**src/rtl/adcdt_pkg.sv**
```systemverilog
// ----------------------------------------------------------------------------
// adcdt_pkg: shared constants for the ADC reading to decimal text block
// Scaling factors, reciprocal multipliers for the constant divisions and the
// ASCII codes used to build the text of one reading.
// ----------------------------------------------------------------------------
package adcdt_pkg;

	localparam int ADC_W   = 10;
	localparam int CHAR_W  = 7;
	localparam int MAX_LEN = 6;

	// Scaling of the raw sample to thousandths: t = (adc * 4921) >> 10.
	localparam logic [12:0] SCALE_NUM   = 13'd4921;
	localparam int          SCALE_SHIFT = 10;

	// Voltage channel: 5*t + 17640, "Off" below 18100.
	localparam logic [15:0] VOLT_OFFSET    = 16'd17640;
	localparam logic [15:0] VOLT_THRESHOLD = 16'd18100;
	localparam logic [15:0] ROUND_BIAS     = 16'd5;

	// Reciprocal constants. Each is exact over the value range it sees here.
	localparam logic [15:0] RECIP10_16  = 16'd52429; // x/10  = (x*52429) >> 19
	localparam int          RECIP10_SH  = 19;
	localparam logic [12:0] RECIP100    = 13'd5243;  // h/100 = (h*5243) >> 19
	localparam int          RECIP100_SH = 19;
	localparam logic [7:0]  RECIP10_8   = 8'd205;    // y/10  = (y*205) >> 11
	localparam int          RECIP10_8SH = 11;

	typedef logic [CHAR_W-1:0] char_t;

	localparam char_t CH_ZERO    = 7'd48;
	localparam char_t CH_POINT   = 7'd46;
	localparam char_t CH_SPACE   = 7'd32;
	localparam char_t CH_NEWLINE = 7'd10;
	localparam char_t CH_UPPER_O = 7'd79;
	localparam char_t CH_LOWER_F = 7'd102;

	localparam logic FUNC_VOLT = 1'b0;
	localparam logic FUNC_CURR = 1'b1;

endpackage

```
**src/rtl/adc_reading_to_decimal_text.sv**
```systemverilog
// ----------------------------------------------------------------------------
// adc_reading_to_decimal_text: formats one ADC sample as ASCII decimal text
// Six-stage arithmetic pipeline followed by a character serializer.
// ----------------------------------------------------------------------------
// Usage:
// An item (adc_sample, func) is taken at a rising edge where start is high and
// busy is low. Each item becomes 4, 5 or 6 characters on text_char, one per
// cycle, each marked by strobe for exactly one cycle; last_char flags the
// final character of the item. The receiver cannot stall, so every strobed
// character must be taken in the cycle it is shown.
// The first character of an item is shown once the item has passed stages 1
// to 6 and been loaded into the serializer. The arithmetic pipeline can take
// an item every cycle while busy is low; the sustained rate is limited by the
// single character output port.
// When the serializer is still busy with an earlier item, the pipeline stages
// fill and busy rises; items held in the stages are neither lost nor repeated.
// Characters of an item waiting in stage 6 follow the previous item with no gap.
// Reset (arst_n low) clears all valid bits and the serializer count, so no
// strobe appears until a new item has gone through the pipeline.
// ----------------------------------------------------------------------------
module adc_reading_to_decimal_text (
	input  logic                          clk,
	input  logic                          arst_n,
	input  logic                          start,
	output logic                          busy,
	input  logic [adcdt_pkg::ADC_W-1:0]   adc_sample,
	input  logic                          func,
	output logic                          strobe,
	output logic [adcdt_pkg::CHAR_W-1:0]  text_char,
	output logic                          last_char
);

	// Stage valid bits.
	logic v_s1, v_s2, v_s3, v_s4, v_s5, v_s6;

	// Stage 1: scaled reading in thousandths (0..4916).
	logic [12:0] t_s1;
	logic        func_s1;

	// Stage 2: rounding input (value + 5) and the "Off" decision.
	logic [15:0] x_s2;
	logic        off_s2, func_s2;

	// Stage 3: value in hundredths, h = x / 10.
	logic [12:0] h_s3;
	logic        off_s3, func_s3;

	// Stage 4: integer part, ip = h / 100.
	logic [12:0] h_s4;
	logic [5:0]  ip_s4;
	logic        off_s4, func_s4;

	// Stage 5: fraction part and the tens digit of the integer part.
	logic [6:0]  fp_s5;
	logic [5:0]  ip_s5;
	logic [2:0]  tens_i_s5;
	logic        off_s5, func_s5;

	// Stage 6: integer digits and the first fraction digit.
	logic [6:0]  fp_s6;
	logic [2:0]  tens_i_s6;
	logic [3:0]  ones_i_s6;
	logic [3:0]  tens_f_s6;
	logic        off_s6, func_s6;

	// Serializer: characters waiting to leave, lowest slot goes out first.
	adcdt_pkg::char_t chars_q [adcdt_pkg::MAX_LEN];
	logic [2:0]       left_q;

	// Stage load enables; a stage loads when it is empty or its content moves on.
	logic mv1, mv2, mv3, mv4, mv5, mv6;

	always_comb begin
		mv6 = (left_q <= 3'd1);
		mv5 = !v_s6 || mv6;
		mv4 = !v_s5 || mv5;
		mv3 = !v_s4 || mv4;
		mv2 = !v_s3 || mv3;
		mv1 = !v_s2 || mv2;
	end

	logic take1;
	assign take1 = !v_s1 || mv1;
	assign busy  = !take1;

	// Arithmetic for each stage.
	logic [22:0] prod_t;
	logic [15:0] v_c;
	logic [31:0] prod_h;
	logic [25:0] prod_ip;
	logic [12:0] fp_wide;
	logic [13:0] prod_ti;
	logic [3:0]  ones_i_c;
	logic [14:0] prod_tf;
	logic [3:0]  ones_f_c;

	always_comb begin
		prod_t   = 23'(adc_sample) * 23'(adcdt_pkg::SCALE_NUM);
		v_c      = (func_s1 == adcdt_pkg::FUNC_CURR) ? 16'(t_s1)
		         : 16'({t_s1, 2'b00}) + 16'(t_s1) + adcdt_pkg::VOLT_OFFSET;
		prod_h   = 32'(x_s2) * 32'(adcdt_pkg::RECIP10_16);
		prod_ip  = 26'(h_s3) * 26'(adcdt_pkg::RECIP100);
		fp_wide  = h_s4 - 13'(13'(ip_s4) * 13'd100);
		prod_ti  = 14'(ip_s4) * 14'(adcdt_pkg::RECIP10_8);
		ones_i_c = 4'(ip_s5 - 6'(6'(tens_i_s5) * 6'd10));
		prod_tf  = 15'(fp_s5) * 15'(adcdt_pkg::RECIP10_8);
		ones_f_c = 4'(fp_s6 - 7'(7'(tens_f_s6) * 7'd10));
	end

	// Text of the item in stage 6, packed from slot 0.
	adcdt_pkg::char_t txt [adcdt_pkg::MAX_LEN];
	logic [2:0]       txt_len;
	adcdt_pkg::char_t term_c;

	always_comb begin
		term_c = (func_s6 == adcdt_pkg::FUNC_CURR) ? adcdt_pkg::CH_NEWLINE
		                                          : adcdt_pkg::CH_SPACE;
		for (int i = 0; i < adcdt_pkg::MAX_LEN; i++) begin
			txt[i] = adcdt_pkg::CH_SPACE;
		end
		if (off_s6) begin
			txt[0]  = adcdt_pkg::CH_UPPER_O;
			txt[1]  = adcdt_pkg::CH_LOWER_F;
			txt[2]  = adcdt_pkg::CH_LOWER_F;
			txt[3]  = adcdt_pkg::CH_SPACE;
			txt_len = 3'd4;
		end else if (tens_i_s6 != 3'd0) begin
			txt[0]  = adcdt_pkg::CH_ZERO + 7'(tens_i_s6);
			txt[1]  = adcdt_pkg::CH_ZERO + 7'(ones_i_s6);
			txt[2]  = adcdt_pkg::CH_POINT;
			txt[3]  = adcdt_pkg::CH_ZERO + 7'(tens_f_s6);
			txt[4]  = adcdt_pkg::CH_ZERO + 7'(ones_f_c);
			txt[5]  = term_c;
			txt_len = 3'd6;
		end else begin
			txt[0]  = adcdt_pkg::CH_ZERO + 7'(ones_i_s6);
			txt[1]  = adcdt_pkg::CH_POINT;
			txt[2]  = adcdt_pkg::CH_ZERO + 7'(tens_f_s6);
			txt[3]  = adcdt_pkg::CH_ZERO + 7'(ones_f_c);
			txt[4]  = term_c;
			txt_len = 3'd5;
		end
	end

	// Valid bits and serializer count.
	always_ff @(posedge clk or negedge arst_n) begin
		if (!arst_n) begin
			v_s1   <= 1'b0;
			v_s2   <= 1'b0;
			v_s3   <= 1'b0;
			v_s4   <= 1'b0;
			v_s5   <= 1'b0;
			v_s6   <= 1'b0;
			left_q <= 3'd0;
		end else begin
			if (take1) v_s1 <= start;
			if (mv1)   v_s2 <= v_s1;
			if (mv2)   v_s3 <= v_s2;
			if (mv3)   v_s4 <= v_s3;
			if (mv4)   v_s5 <= v_s4;
			if (mv5)   v_s6 <= v_s5;
			if (mv6 && v_s6) begin
				left_q <= txt_len;
			end else if (left_q != 3'd0) begin
				left_q <= left_q - 3'd1;
			end
		end
	end

	// Payload registers.
	always_ff @(posedge clk) begin
		if (take1) begin
			t_s1    <= prod_t[adcdt_pkg::SCALE_SHIFT +: 13];
			func_s1 <= func;
		end
		if (mv1) begin
			x_s2    <= v_c + adcdt_pkg::ROUND_BIAS;
			off_s2  <= (func_s1 == adcdt_pkg::FUNC_VOLT)
			        && (v_c < adcdt_pkg::VOLT_THRESHOLD);
			func_s2 <= func_s1;
		end
		if (mv2) begin
			h_s3    <= prod_h[adcdt_pkg::RECIP10_SH +: 13];
			off_s3  <= off_s2;
			func_s3 <= func_s2;
		end
		if (mv3) begin
			h_s4    <= h_s3;
			ip_s4   <= prod_ip[adcdt_pkg::RECIP100_SH +: 6];
			off_s4  <= off_s3;
			func_s4 <= func_s3;
		end
		if (mv4) begin
			fp_s5     <= fp_wide[6:0];
			ip_s5     <= ip_s4;
			tens_i_s5 <= prod_ti[adcdt_pkg::RECIP10_8SH +: 3];
			off_s5    <= off_s4;
			func_s5   <= func_s4;
		end
		if (mv5) begin
			fp_s6     <= fp_s5;
			tens_i_s6 <= tens_i_s5;
			ones_i_s6 <= ones_i_c;
			tens_f_s6 <= prod_tf[adcdt_pkg::RECIP10_8SH +: 4];
			off_s6    <= off_s5;
			func_s6   <= func_s5;
		end
		if (mv6 && v_s6) begin
			chars_q <= txt;
		end else begin
			for (int i = 0; i < adcdt_pkg::MAX_LEN - 1; i++) begin
				chars_q[i] <= chars_q[i+1];
			end
		end
	end

	assign strobe    = (left_q != 3'd0);
	assign text_char = chars_q[0];
	assign last_char = (left_q == 3'd1);

endmodule
```
**config.mk**
```make
export PLATFORM = sky130hd
export DESIGN_NAME = adc_reading_to_decimal_text
export DESIGN_NICKNAME = d
export VERILOG_FILES = /design/src/rtl/adcdt_pkg.sv /design/src/rtl/adc_reading_to_decimal_text.sv
export SDC_FILE = /design/constraint.sdc
export NUM_CORES = 1
export LEC_CHECK = 0
export CAP_MARGIN = 20
export CELL_PAD_IN_SITES_DETAIL_PLACEMENT = 0
export CELL_PAD_IN_SITES_GLOBAL_PLACEMENT = 2
export CORE_ASPECT_RATIO = 1.25
export CORE_UTILIZATION = 45
export CTS_CLUSTER_DIAMETER = 150
export CTS_CLUSTER_SIZE = 28
export DETAILED_ROUTE_END_ITERATION = 10
export DONT_BUFFER_PORTS = 1
export PLACE_DENSITY = 0.85
export SLEW_MARGIN = 20
export SYNTH_ARGS = -nofsm -noshare
export SYNTH_HDL_FRONTEND = slang
export SYNTH_SLANG_ARGS = --single-unit
```
**constraint.sdc**
```tcl
create_clock -name clk -period 7.1 [get_ports clk]
set_input_delay 1.42 -clock clk [delete_from_list [all_inputs] [get_ports clk]]
set_output_delay 1.42 -clock clk [all_outputs]
set_load 0.01 [all_outputs]
```
==> flow_metrics.py <==
metrics = {
    "critical_path": {
        "slowest_stage": "fa_1",
        "cp-end-kind": "flop",
        "arrival_ps": 6020,
        "critical_path_required_ps": 7400,
        "crit_chain": "ha_1 -> xor2_1 -> ha_1 -> fa_1 -> inv_1 -> fa_1 -> inv_1 -> fa_1 -> inv_1 -> fa_1 -> inv_1 -> ha_1 -> a2111o_1 -> a21oi_1 -> o31ai_1 -> a21oi_2 -> a21oi_2 -> or4_1 -> nand3_1",
        "cp_max_fo": 6,
        "path_class": "reg -> reg",
        "worst_setup_path_start_kind": "flop",
        "cpPeakStageDelay_ps": 540,
    },
    "timing": {
        "finalMaxSlewViolations": 0,
        "slew_headroom_pct": 40.96,
        "max_freq_ghz": 0.1750,
        "setup_viol": 0,
        "finalSetupTns_ps": 0,
        "period_share_pct": 80.50,
        "worst_pin_slew_ps": 883.5,
        "min_period_ps": 5715,
        "whs_ps": 403.2,
        "skew_ps": 11.56,
        "hold_violations": 0,
        "rsz0062_at_grt": "false",
    },
    "detailed_routing": {
        "drt_iter0_markers": 389,
        "routed_via_density": 5.015,
        "wl_per_cell_um": 15.91,
        "routed_wl_um": 34400,
        "drc": 0,
        "via_count": 10840,
        "antenna_left": 0,
        "drt_pass1_iterations": 4,
    },
    "cts": {
        "ctsRootBufferMaster": "clkbuf_16",
        "clkTransAtPathRegs_ps": 70,
        "htree_levels": 4,
        "cts_buffers": 17,
        "clockBufferDepth": 2,
        "cts_resized": 0,
        "cts_tree": "yes",
        "cts.hold.buffers_added": 0,
        "clock-sinks": 139,
        "clock_latency_ps": 440,
        "cts_setup_buffers": 0,
    },
    "logic_synthesis": {
        "syn_nets": 2236,
        "synthDistinctLibCells": 73,
        "synth-edff-count": 97,
        "async_reset_ff_share_pct": 6.475,
        "synth_ff_type": "edfxtp_1",
        "syn_area_per_cell_um2": 10.30,
        "syn-cell-area_um2": 17100,
        "ys_warn_count": 0,
        "synth-seq-cells": 139,
        "synth_cells": 1660,
        "ys_seq_area_share_pct": 22.21,
    },
    "die": {
        "rows": 79,
        "io_pins": 24,
        "start_util_pct": 45.77,
        "core_area_um2": 37360,
        "die_width_um": 176.4,
        "die_height_um": 219.9,
        "die_area_um2": 38790,
    },
    "status": {
        "outcome": "complete, no violations",
    },
    "grt": {
        "grt_pass1_wl_um": 58860,
        "grt_max_degree": 42,
        "first_global_vias": 11800,
        "grt_overflow": 0,
        "grtUsageTotal_pct": 19.56,
        "antenna_found_initial": 0,
    },
    "placed_design": {
        "dp_hpwl_um": 29670,
        "numPortBuffers": 0,
        "gp_congestion": 0.9131,
    },
    "cells_and_area": {
        "multiInputGateArea_um2": 11500,
        "drive_above_1_share_pct": 3.580,
        "antenna_cells": 0,
        "final_core_util_pct": 48.87,
        "area_growth_pct": 6.783,
        "final.fill_count": 3527,
        "final_cell_mix": "inv_1 (452), ha_1 (381), fa_1 (181), edfxtp_1 (97), nor2_1 (54)",
        "final_common_cell": "inv_1",
        "seq_area_um2": 3799,
        "fin_nets": 2239,
    },
    "min_path": {
        "min_path_type": "reg -> reg",
    },
    "job": {
        "max_cap_violations": 0,
    },
}
-- layer usage --
| metal | up-vias | wire (µm) | global-route usage (%) |
|---|---|---|---|
| met5 | - | 0 | 0 |
| met4 | 0 | 521 | 4.943 |
| met3 | 30 | 613 | 2.226 |
| met2 | 102 | 17390 | 35.21 |
| met1 | 5279 | 15880 | 24.77 |
| li1 | 5432 | - | - |
-- worst paths after layout --
check,start,to,slack (ps),cells past startpoint
setup / recovery,x_s2[5]$_DFFE_PP_,h_s3[12]$_DFFE_PP_,1380,19
min in group asynchronous,arst_n,v_s4$_DFFE_PN0P_,670,0
max in group asynchronous,arst_n,v_s1$_DFFE_PN0N_,6360,0
hold / removal,chars_q[12]$_DFF_P_,chars_q[19]$_SDFF_PP1_,400,1
setup reg to reg,x_s2[5]$_DFFE_PP_,h_s3[12]$_DFFE_PP_,1380,19
hold reg to reg,chars_q[12]$_DFF_P_,chars_q[19]$_SDFF_PP1_,400,1
-- per-stage QoR --
| stage | worst slack (ps) | instances | cell area (µm²) |
|---|---|---|---|
| CTS | 1351 | 2162 | 18260 |
| global route | 1044 | 2162 | 18260 |
| floorplan | 1504 | 1660 | 17100 |
| detailed placement | 1273 | 2130 | 17630 |
| global placement | 1288 | 2130 | 17630 |
| finish | 1385 | 2162 | 18260 |
-- area by class of cell --
class	instances	area share (%)
multi-input cells	1049	62.96
flip-flops and latches	139	20.80
repair buffers	4	0.1645
well taps	486	3.330
clock inverters	15	1.117
inverters	452	9.292
clock buffers	17	2.330
-- logic make-up after synthesis --
| logic type | Yosys count | synth area share [%] |
|---|---|---|
| AO/OA/AOI/OAI | 186 | 7.588 |
| XOR/XNOR | 68 | 3.483 |
| buffers and inverters | 472 | 10.55 |
| AND/OR/NAND/NOR | 227 | 6.739 |
| multiplexers | 6 | 0.3585 |
| adder cells (fa/ha/maj) | 562 | 49.07 |
| flip-flops | 139 | 22.21 |
-- cells in the mapped netlist (10+ instances only) --
cell type	instances	share of area, %
a21oi_1	41	1.2
a21o_1	15	0.66
nand3_1	15	0.44
nand2b_1	12	0.44
o31ai_1	10	0.44
o21a_1	12	0.53
dfxtp_1	33	3.9
o21ai_0	34	1.0
nor2_1	54	1.2
inv_1	452	9.9
xor2_1	20	1.0
nor3_1	19	0.56
nand2_1	53	1.2
fa_1	181	21
nor2b_1	11	0.40
xnor2_1	48	2.5
ha_1	381	28
edfxtp_1	97	17
-- worst max-delay path, delay by kind of cell, from the launching register on --
family	cells	cell delay [ps]
xor gates and xnor gates	1	180
DFF	1	520
and+or+nand+nor	2	530
buffers and inverters	4	190
AOI/OAI and AO/OA	5	1050
adders and majority gates	7	3080
-- flip-flops by register name, indices dropped and copies added, names as in the netlist, 3 cells and up --
register	count
chars_q	28
h_s4	7
fp_s5	7
tens_f_s6	4
ip_s4	6
ip_s5	4
text_char	7
h_s3	13
x_s2	16
fp_s6	4
ones_i_s6	4
t_s1	13
left_q	3
tens_i_s5	3
tens_i_s6	3
Power is left out: the tool's default activity adds up to more than one toggle a clock period on the data nets, which glitch-free logic cannot reach.
